**src/hdl/mqts_pkg.sv**
```systemverilog
package mqts_pkg;

  localparam int DEPTH       = 1024;
  localparam int CNT_W       = $clog2(DEPTH + 1);
  localparam int ADDR_W      = $clog2(DEPTH);
  localparam int QUEUE_DEPTH = 2;

  // opcodes
  localparam logic [2:0] OP_ENQ   = 3'd0;
  localparam logic [2:0] OP_DEQ   = 3'd1;
  localparam logic [2:0] OP_FRONT = 3'd2;
  localparam logic [2:0] OP_SIZE  = 3'd3;
  localparam logic [2:0] OP_CLEAR = 3'd4;
  localparam logic [2:0] OP_MIN   = 3'd5;

  // result status codes
  localparam logic [1:0] ST_OK    = 2'd0;
  localparam logic [1:0] ST_EMPTY = 2'd1;
  localparam logic [1:0] ST_DATA  = 2'd2;
  localparam logic [1:0] ST_FULL  = 2'd3;

  typedef struct packed {
    logic [2:0]         opcode;
    logic signed [31:0] value;
  } in_item_t;

  typedef struct packed {
    logic [1:0]         status;
    logic signed [31:0] data;
  } out_item_t;

  // decoded operation, all zero for an unused opcode
  typedef struct packed {
    logic enq;
    logic deq;
    logic peek;
    logic size;
    logic clr;
    logic mini;
  } op_dec_t;

  typedef struct packed {
    op_dec_t            op;
    logic signed [31:0] value;
  } cmd_t;

endpackage

```
**src/hdl/mqts_front.sv**
```systemverilog
module mqts_front (
  input  logic               clk,
  input  logic               rst_n,
  input  logic               in_valid,
  output logic               in_stall,
  input  mqts_pkg::in_item_t in_data,
  output logic               cmd_valid,
  input  logic               cmd_pop,
  output mqts_pkg::cmd_t     cmd
);
  import mqts_pkg::*;

  localparam int PTR_W = (QUEUE_DEPTH > 1) ? $clog2(QUEUE_DEPTH) : 1;
  localparam int QCNT_W = $clog2(QUEUE_DEPTH + 1);

  cmd_t              q_r [QUEUE_DEPTH];
  logic [PTR_W-1:0]  wr_ptr_r, wr_ptr_nxt;
  logic [PTR_W-1:0]  rd_ptr_r, rd_ptr_nxt;
  logic [QCNT_W-1:0] count_r, count_nxt;
  logic              push;
  op_dec_t           dec;
  cmd_t              new_cmd;

  // opcode decode
  always_comb begin
    dec = '0;
    case (in_data.opcode)
      OP_ENQ:   dec.enq  = 1'b1;
      OP_DEQ:   dec.deq  = 1'b1;
      OP_FRONT: dec.peek = 1'b1;
      OP_SIZE:  dec.size = 1'b1;
      OP_CLEAR: dec.clr  = 1'b1;
      OP_MIN:   dec.mini = 1'b1;
      default:  dec = '0;
    endcase
    new_cmd.op    = dec;
    new_cmd.value = in_data.value;
  end

  assign in_stall  = (count_r == QCNT_W'(QUEUE_DEPTH));
  assign push      = in_valid && !in_stall;
  assign cmd_valid = (count_r != '0);
  assign cmd       = q_r[rd_ptr_r];

  always_comb begin
    wr_ptr_nxt = wr_ptr_r;
    rd_ptr_nxt = rd_ptr_r;
    count_nxt  = count_r;
    if (push) begin
      wr_ptr_nxt = (wr_ptr_r == PTR_W'(QUEUE_DEPTH - 1)) ? '0 : wr_ptr_r + PTR_W'(1);
    end
    if (cmd_pop) begin
      rd_ptr_nxt = (rd_ptr_r == PTR_W'(QUEUE_DEPTH - 1)) ? '0 : rd_ptr_r + PTR_W'(1);
    end
    if (push && !cmd_pop) begin
      count_nxt = count_r + QCNT_W'(1);
    end else if (!push && cmd_pop) begin
      count_nxt = count_r - QCNT_W'(1);
    end
  end

  always_ff @(posedge clk) begin
    if (!rst_n) begin
      wr_ptr_r <= '0;
      rd_ptr_r <= '0;
      count_r  <= '0;
    end else begin
      wr_ptr_r <= wr_ptr_nxt;
      rd_ptr_r <= rd_ptr_nxt;
      count_r  <= count_nxt;
    end
  end

  always_ff @(posedge clk) begin
    if (push) begin
      q_r[wr_ptr_r] <= new_cmd;
    end
  end

endmodule

```
**config.mk**
```make
export PLATFORM = sky130hd
export DESIGN_NAME = mqts_front
export DESIGN_NICKNAME = d
export VERILOG_FILES = /design/src/hdl/mqts_pkg.sv /design/src/hdl/mqts_front.sv
export SDC_FILE = /design/constraint.sdc
export NUM_CORES = 1
export LEC_CHECK = 0
export BUFFER_PORTS_ARGS = -buffer_cell sky130_fd_sc_hd__buf_2
export CAP_MARGIN = 20
export CORE_MARGIN = 8
export CORE_UTILIZATION = 52
export CTS_CLUSTER_DIAMETER = 30
export DETAILED_ROUTE_END_ITERATION = 6
export PLACE_DENSITY_LB_ADDON = 0.25
export RECOVER_POWER = 25
export SYNTH_ARGS = -nofsm -noshare
export SYNTH_HDL_FRONTEND = slang
export SYNTH_SLANG_ARGS = --single-unit
```
**constraint.sdc**
```tcl
create_clock -name clk -period 3.17 [get_ports clk]
set_input_delay 0.1585 -clock clk [delete_from_list [all_inputs] [get_ports clk]]
set_output_delay 0.1585 -clock clk [all_outputs]
set_load 0.1 [all_outputs]
```
Word level (Yosys, flattened, before mapping). Memory sizes are Yosys's and may differ from the RTL's. A register that Yosys moved wholly into a read port is not among the register bits. Cells that the tools add are included.

Bits in registers: 4. Bits in writable memories: 76. Input bits: 39. Output and inout port bits: 40. Word-level logic and storage cells: 37. Memories kept: 1.

Memories: q_r (words 2, bits a word 38, read ports 1, clocked after Yosys merged registers in 1, wr ports 1, line mqts_front.sv:16) `cmd_t q_r [QUEUE_DEPTH];`.

$add $sub $neg: 4. Equal/unequal tests: 6. Mux-type cells: 14. Reduce and logical (&&, ||, !) cells: 9.

Operators with widths (number): two-way mux 1 bit (12); equality test 3 x 2 -> 1 bit (second input constant) (2); equality test 3 bit (second input constant) (2); two-way mux 2 bit (2); nonzero test 2 bit (2); equality test 3 x 1 -> 1 bit (second input constant) (1); logical AND 1 bit (3); zero test 1 bit (3); zero test 3 bit (1); adder 1 bit (second input constant) (2); adder 2 x 1 -> 2 bit (second input constant) (1); equality test 2 bit (second input constant) (1); subtractor 2 x 1 -> 2 bit (second input constant) (1).

Longest topological paths before layout. Gate-level depths: netlist (run 1).

Word-level depth: 7. Depth in mapped cells: 7. Gate-level depth less buffers: 7.

Worst setup path after synthesis (run 1). No wires, ideal clock.

Kind: register to register. Start point: reg count_r[0]. End point: mem q_r[0][0] (netlist bit), enable pin. Library setup time: 0.428 ns. Arrival: 2.284 ns. Setup slack: 0.458 ns. Stages on the path, launching flop included: 4. Buffers on the path: 0. Clock period less this slack: 2.712 ns. Cells stage by stage: dfxtp_1 nand2b_2 inv_2 nor3_2.

Cells in the longest elaborated chain, start to end: 5.

RTL lines: from (decl) (line mqts_front.sv:19) `logic [QCNT_W-1:0] count_r, count_nxt;`; from (signal assigned) (line mqts_front.sv:70) `count_r <= count_nxt;`; equality test 2 bit (line mqts_front.sv:40) `assign in_stall = (count_r == QCNT_W'(QUEUE_DEPTH));`; named net in_stall (line mqts_front.sv:5) `output logic in_stall,`; zero test 1 bit (line mqts_front.sv:41) `assign push = in_valid && !in_stall;`; logical AND 1 bit (line mqts_front.sv:41); two-way mux 1 bit (line mqts_front.sv:75) `if (push) begin`; two-way mux 1 bit (implied by the code) (line mqts_front.sv:76) `q_r[wr_ptr_r] <= new_cmd;`; to (decl) (line mqts_front.sv:16).

The timed path passes the listed nets, and every way through them passes these cells.

==> results of run 1 <==
[kinds of logic after synthesis]
| group | count (synthesis) | synth area share [%] |
|---|---|---|
| flip-flops | 81 | 78.68 |
| adder cells (fa/ha/maj) | 1 | 0.4132 |
| XOR/XNOR | 3 | 0.8679 |
| multiplexers | 38 | 14.13 |
| AND/OR/NAND/NOR | 15 | 3.471 |
| AO/OA/AOI/OAI | 4 | 0.9092 |
| buffers and inverters | 7 | 1.529 |
[routing by layer]
metal  GRT usage [%]  vias to the layer above  part of all wire (%)
li1                -                      770                     -
met1           13.50                      784                    42
met2           20.98                       49                    51
met3           5.085                        8                   5.5
met4           5.772                        0                   1.3
met5               0                        -                     0
[state kept, by name, summed over array words and instances (netlist names), named ones only]
register / cells
count_r: 2
wr_ptr_r: 1
q_r: 76
rd_ptr_r: 1
[Yosys cell counts (2+ instances only)]
cell type and number:
edfxtp_1 76, mux2_2 36, dfxtp_1 5, and2_1 3, nor3b_1 3, and3b_1 2, buf_6 2, inv_1 2
mux2_1 2, xor2_1 2
[metrics by stage]
stage          hold slack [ns]  instance area, um2
6_report               0.01720                3802
5_1_grt               0.001018                3802
4_1_cts            0.000002748                3774
3_5_place_dp            0.3506                3490
3_3_place_gp            0.3465                3490
2_1_floorplan           0.2574                3028
[cell type report]
type	instances	area [um2]	share of cell area [%]
clock inverters	3	65.06	1.711
flip-flops and latches	81	2384	62.69
clock buffers	13	148.9	3.916
well taps	72	90.09	2.369
repair buffers	91	496.7	13.06
inverters	3	11.26	0.2961
multi-input cells	61	606.8	15.96
[report_power, final]
part           internal [mW]  switching, mW  total (mW)
registers               1.30         0.0490        1.34
logic                  0.172          0.734       0.906
clock network          0.465          0.329       0.794
[path summary, 6_finish.rpt]
check | depth (start not counted) | to | start
max | 2 | cmd[33] | flip-flop
min | 1 | q_r[0][25]$_DFFE_PP_ | in_data[25]
max reg2reg | 2 | q_r[1][9]$_DFFE_PP_ | count_r[0]$_SDFFE_PN0P_
min reg2reg | 2 | count_r[1]$_SDFFE_PN0P_ | count_r[1]$_SDFFE_PN0P_
[critical path: stages (launching register included)]
cell and delay, ns:
dfxtp_2 0.92, mux2_2 0.30, buf_2 0.43
==> metrics, run 1 <==
outcome finished, final reports clean; CP required 3.01 ns; Power Total 3.044 mW; die footprint 8520 um2; Distinct cells, synth 26; Sink Count 81; most frequent cells in the layout edfxtp_1 (76), buf_2 (61), mux2_2 (36), clkbuf_1 (20), dlygate4sd3_1 (12); Clk Latency, worst-skew pair 0.33 ns; clk root buf clkbuf_8; RSZ-0062 raised after global routing false; vias in the first global route 1758; Hold Crit Class in2reg; CTS Buffer Depth 2; max-slew violation count 0; Main synth FF type edfxtp_1; Final Setup Violations 0; Wirelength per Cell 16.49 um; Max VDD drop 0.4841 mV; TritonCTS clock tree built; Slew headroom 39.00%; HPWL after DPL 3.430 mm; actual slew at the worst max-slew pin 0.9149 ns; largest net degree at the start of global routing 39; Layout Skew 0.009940 ns; routability cong. 0.6942; commonest non-fill, non-tap cell in the layout edfxtp_1; fraction of layout cells with a size suffix above 1 46.43%; vias per cell 4.972; Post-Syn Nets 189; fraction of registers with async set/reset 0%; CP startpoint kind flip-flop; Cell Area, Synth 3028 um2; H-tree Lvls 3; top cell type's share of synthesized area 75.37%; diode count 0; Post-Syn Area per Cell 20.32 um2; sequential share of the synthesized area 78.68%; # IOs 79; row count 27; # DRC 0; initial antenna violation count 0; DRT Pass-1 Iters 4; Post-synth EDFFs 76; via count 1611; # fillers 415; CP max FO 38; Final Cycle Share 67.46%; Layout area overhead 25.58%; pre-CTS setup slack 1.313 ns; Crit Path Class reg2out; final hold viol count 0; Chip Height 92.31 um; Gate Count Post-Synth 149; placed cell count 296; Core ar. 5574 um2; final WL 5.342 mm; postcts setup bufs 0; overall routing resource usage 12.48%; first-pass GRT wire length 8.224 mm; Synth area leaders edfxtp_1 (75%), mux2_2 (13%), dfxtp_1 (3.3%), buf_6 (0.74%), mux2_1 (0.74%); post-cts gate resize count 0; Yosys warnings 0; final setup TNS 0 ns; static leakage 1.417 nW; Fmax achieved 0.4676 GHz; Critical Path AT 1.98 ns; Remaining Overflow, GRT 0; final worst slack 1.032 ns; Final nets 287; MaxCap Viol Count 0; Die X 92.31 um; Tmin final 2.138 ns; ANT nets after route 0; area leader, netlist edfxtp_1; crit end category output pin; TritonCTS Buffers 9; Worst-path clk slew 0.08 ns; Initial Util 54.32%; # hold bufs at CTS 7; fin util 68.22%; port bufs 78; power density over the cells 800.5 nW/um2; flop2flop setup slack 1.38 ns; Initial DRC Count 79; Yosys reg bits 81; fin cells 324
Note: power is estimated with default switching activity, not from simulation.
==> run 2: changes to the inputs <==
CORE_UTILIZATION = 47   (was 52)
clock period = 1.9 ns   (was 3.17 ns; I/O delays follow)
==> metrics, run 2 (synthesized netlist as in run 1, its figures left out) <==
outcome finished, final reports clean; Hold Crit Class in2reg; routability cong. 0.6527 (-6.0%); Int Power 3.612 mW (+87%); Hold Crit Endpoint wr_ptr_r$_SDFFE_PN0N_; r2r endpoint count_r[1]$_SDFFE_PN0P_; Remaining Overflow, GRT 0 (unchanged); Largest regs q_r x76, count_r x2; Comb pwr share 36.7% (+6.9 points); Wirelength per Cell 16.68 um (+1.1%); clock power share 23.6% (-2.5 points); HPWL after DPL 4.017 mm (+17%); Layout Skew 0.009821 ns (-0.0001195 ns); # DRC 0 (unchanged); Sink Count 81 (unchanged); H-tree Lvls 3 (unchanged); port bufs 78 (unchanged); via count 1699 (+5.5%); most frequent cells in the layout edfxtp_1 (76), buf_12 (37), mux2_2 (36), dlygate4sd3_1 (32), buf_2 (28); Top reg by flops q_r; actual slew at the worst max-slew pin 0.4904 ns (-0.4245 ns); first-pass GRT wire length 9.073 mm (+10%); Tmin final 1.755 ns; flop2flop setup slack 0.41 ns (-0.97 ns); Largest register FFs 76 (unchanged); largest net degree at the start of global routing 34 (-13%); RR Startpoint count_r[0]$_SDFFE_PN0P_; static leakage 1.734 nW (+22%); ANT nets after route 0 (unchanged); Initial Util 48.24% (-6.1 points); switching share of power 35.33% (-1.2 points); TritonCTS Buffers 9 (unchanged); Chip Height 96.27 um (+4.3%); final worst slack 0.1447 ns (-0.8868 ns); # IOs 79 (unchanged); Clk Latency, worst-skew pair 0.34 ns (about the same); Psw 1.974 mW (+78%); overall routing resource usage 13.42% (+0.94 points); CP max FO 15 (-61%); postcts setup bufs 0 (unchanged); max-slew violation count 0 (unchanged); power density over the cells 1210 nW/um2 (+51%); final WL 5.903 mm (+11%); clk root buf clkbuf_8; Final Cycle Share 92.38%; worst hold margin 0.02496 ns (+0.007754 ns); Slew headroom 67.53% (+29 points); diode count 0 (unchanged); Critical Path AT 1.66 ns (-0.32 ns); post-cts gate resize count 0 (unchanged); commonest non-fill, non-tap cell in the layout edfxtp_1; vias in the first global route 1896 (+7.8%); Final nets 312 (+8.7%); MaxCap Viol Count 0 (unchanged); initial antenna violation count 0 (unchanged); Fmax achieved 0.5697 GHz; Crit Path Class reg2out; placed cell count 306 (+3.4%); CP startpoint kind flip-flop; TritonCTS clock tree built; vias per cell 4.799 (-3.5%); CTS Buffer Depth 2 (unchanged); worst reg2reg path depth 6 (+4); Initial DRC Count 63 (-20%); Worst-path clk slew 0.07 ns (about the same); Max VDD drop 0.9104 mV (+88%); row count 29 (+7.4%); sequential share of power 39.7% (-4.5 points); # hold bufs at CTS 32 (+25); die footprint 9267 um2 (+8.8%); pre-CTS setup slack 0.4265 ns (-0.8866 ns); fraction of layout cells with a size suffix above 1 45.49% (-0.94 points); Final Setup Violations 0 (unchanged); final hold viol count 0 (unchanged); Layout area overhead 52.44%; crit end category output pin; Die X 96.27 um (+4.3%); WHS Path Cells 2 (+1); RSZ-0062 raised after global routing false; Core ar. 6277 um2 (+13%); min-delay src rst_n; fin cells 354 (+9.3%); CP required 1.80 ns (-1.21 ns); DRT Pass-1 Iters 4 (unchanged)
## run 2: cell count changes in the layout (fill, tap and decap cells not counted), moves of 2 or more
cell / before / now
buf_2: 61 / 28
dlygate4sd3_1: 12 / 32
clkinv_4: 0 / 2
clkbuf_1: 20 / 17
buf_4: 1 / 5
buf_12: 0 / 37
## run 2: worst max-delay path by stage
stage	slack [ns]	end	cells past startpoint	start
after floorplan	-0.09	q_r[0][0]$_DFFE_PP_	3	count_r[0]$_SDFFE_PN0P_
after global placement	0.46	count_r[1]$_SDFFE_PN0P_	6	count_r[0]$_SDFFE_PN0P_
after detailed placement	0.43	count_r[1]$_SDFFE_PN0P_	6	count_r[1]$_SDFFE_PN0P_
after CTS	0.11	cmd[18]	3	flip-flop
after global routing	0.07	cmd[2]	3	flip-flop
final	0.14	cmd[34]	3	flip-flop
## run 2: area by class of cell
class	count	area [um2]
Sequential cell	81	2385
Fill cell	388	1662
Timing Repair Buffer	116	1291
Multi-Input combinational cell	61	611.8
Clock buffer	12	135.1
Tap cell	77	96.34
Clock inverter	4	77.57
Inverter	3	18.77
## run 2: worst max-delay path: stages, from the launching register on
cell,delay [ns]
dfxtp_2,0.46
buf_4,0.29
mux2_2,0.40
buf_12,0.17
## run 2: through the flow
stage / instance area [um2] / setup TNS (ns) / util [%] / total power [mW]
4_1_cts: 4633 / 0 / 73.81 / 5.640
2_1_floorplan: 3048 / -3.463 / - / 3.575
5_1_grt: 4616 / 0 / 73.53 / 5.765
3_3_place_gp: 4100 / 0 / 65.32 / 4.255
6_report: 4616 / 0 / 73.53 / 5.586
3_5_place_dp: 4100 / 0 / 65.32 / 4.272
## run 2: per-layer routing
metal | track usage, % | part of all wire (%) | wire (um) | vias to the layer above
met4 | 5.634 | 1.3 | 75 | 0
met3 | 4.914 | 7.0 | 411 | 7
met1 | 14.93 | 41 | 2398 | 821
li1 | - | - | - | 823
met2 | 22.70 | 51 | 3018 | 48
met5 | 0 | 0 | 0 | -
## run 2: power groups by stage
stage	registers, mW	logic (mW)	clock network (mW)
5_1_grt	2.23	2.11	1.42
3_3_place_gp	2.25	2.01	0
6_report	2.22	2.05	1.32
4_1_cts	2.22	2.07	1.35
2_1_floorplan	2.24	1.34	0
3_5_place_dp	2.26	2.01	0
==> run 3: changes to the inputs <==
CORE_UTILIZATION = 52   (was 47)
clock period = 1.7 ns   (was 1.9 ns; I/O delays follow)
==> metrics, run 3 (synthesized netlist as in run 1, its figures left out) <==
diode count 0 (unchanged); commonest non-fill, non-tap cell in the layout edfxtp_1; TritonCTS clock tree built; row count 27 (-6.9%); Slew headroom 67.30% (-0.23 points); first-pass GRT wire length 9.694 mm (+6.8%); Sink Count 81 (unchanged); fraction of layout cells with a size suffix above 1 45.88% (+0.39 points); # DRC 0 (unchanged); CP startpoint kind flip-flop; Final Cycle Share 96.29%; crit end category output pin; CTS Buffer Depth 2 (unchanged); overall routing resource usage 15.02% (+1.6 points); Initial Util 54.32% (+6.1 points); vias per cell 4.932 (+2.8%); Top reg by flops q_r; r2r endpoint count_r[1]$_SDFFE_PN0P_; # fillers 289 (-26%); # IOs 79 (unchanged); Hold Crit Class in2reg; fin util 83.30% (+9.8 points); Core ar. 5574 um2 (-11%); DRT Pass-1 Iters 4 (unchanged); Chip Height 92.31 um (-4.1%); Max VDD drop 1.042 mV (+14%); actual slew at the worst max-slew pin 0.4939 ns (+0.003515 ns); vias in the first global route 1897 (+0.053%); Clk Latency, worst-skew pair 0.34 ns (about the same); pre-CTS setup slack 0.2225 ns (-0.2040 ns); outcome finished, final reports clean; most frequent cells in the layout edfxtp_1 (76), buf_12 (38), mux2_2 (36), dlygate4sd3_1 (33), buf_2 (27); CP required 1.62 ns (-0.18 ns); CP endpoint cmd[8]; max-slew violation count 0 (unchanged); flop2flop setup slack 0.21 ns (-0.20 ns); RR Startpoint count_r[0]$_SDFFE_PN0P_; initial antenna violation count 0 (unchanged); final worst slack 0.06315 ns (-0.08156 ns); Layout Skew 0.006692 ns (-0.003129 ns); Largest register FFs 76 (unchanged); Final Setup Violations 0 (unchanged); Initial DRC Count 76 (+21%); Layout area overhead 53.35%; largest net degree at the start of global routing 33 (-2.9%); Largest regs q_r x76, count_r x2; TritonCTS Buffers 9 (unchanged); Wirelength per Cell 17.50 um (+5.0%); final hold viol count 0 (unchanged); Critical Path AT 1.55 ns (-0.11 ns); Final nets 314 (+0.64%); port bufs 78 (unchanged); placed cell count 302 (-1.3%); RSZ-0062 raised after global routing false; Remaining Overflow, GRT 0 (unchanged); static leakage 1.744 nW (+0.57%); Fmax achieved 0.6109 GHz; MaxCap Viol Count 0 (unchanged); HPWL after DPL 3.916 mm (-2.5%); Tmin final 1.637 ns; die footprint 8520 um2 (-8.1%); fin cells 351 (-0.85%); postcts setup bufs 0 (unchanged); clk root buf clkbuf_8; Worst-path clk slew 0.08 ns (about the same); power density over the cells 1346 nW/um2 (+11%); Crit Path Class reg2out; via count 1731 (+1.9%); worst reg2reg path depth 6 (unchanged); CP max FO 9 (-6); H-tree Lvls 3 (unchanged); routability cong. 0.6932 (+6.2%); Power Total 6.249 mW (+12%); ANT nets after route 0 (unchanged); Die X 92.31 um (-4.1%); worst hold margin 0.09666 ns (+0.07170 ns); final WL 6.143 mm (+4.1%)
==> run 3: worst min path at each step <==
| stage | startpoint | to | slack (ns) | depth (start not counted) |
|---|---|---|---|---|
| 2_1_floorplan | in_data[0] | q_r[0][0]$_DFFE_PP_ | 0.18 | 0 |
| 3_3_place_gp | in_data[8] | q_r[0][8]$_DFFE_PP_ | 0.27 | 1 |
| 3_5_place_dp | in_data[29] | q_r[1][29]$_DFFE_PP_ | 0.28 | 1 |
| 4_1_cts | cmd_pop | flip-flop | 0.08 | 3 |
| 5_1_grt | cmd_pop | rd_ptr_r$_SDFFE_PN0P_ | 0.10 | 3 |
| 6_report | cmd_pop | flip-flop | 0.1 | 3 |
==> run 3: metal layers <==
layer,vias up,routed length (um),share of wire (%),track usage (%)
met1,839,2393,39,16.42
met5,-,0,0,0
met3,9,292,4.8,4.116
met4,0,94,1.5,8.054
met2,57,3362,55,26.04
li1,826,-,-,-
==> run 3: layout make-up <==
cell class	instances	area (um2)	area share, %
Multi-Input combinational cell	61	611.8	13.18
Clock inverter	6	82.58	1.778
Tap cell	72	90.09	1.940
Timing Repair Buffer	118	1325	28.54
Inverter	3	18.77	0.4042
Clock buffer	10	127.6	2.749
Sequential cell	81	2387	51.41
==> run 3: power breakdown <==
part | leakage (nW) | internal, mW | switching [mW]
Combinational | 0.891 | 0.803 | 1.51
Clock | 0.0976 | 0.818 | 0.639
Sequential | 0.755 | 2.41 | 0.0664
==> run 3: worst max-delay path: stages (launching register included) <==
cell and delay (ns):
dfxtp_4 0.43, buf_4 0.18, mux2_1 0.32, buf_2 0.29
==> run 3: metrics by stage <==
| stage | TNS [ns] | area [um2] |
|---|---|---|
| after CTS | 0 | 4659 |
| final | 0 | 4643 |
| after global placement | 0 | 4114 |
| after floorplan | -11.24 | 3049 |
| after global routing | 0 | 4643 |
| after detailed placement | 0 | 4114 |
==> run 3: timing repair <==
action                                 in CTS  in global routing
endpoints found under the hold margin      66                  0
setup endpoints to repair                   6                  0
hold buffers                               33                  0
gates resized for setup                     2                  0
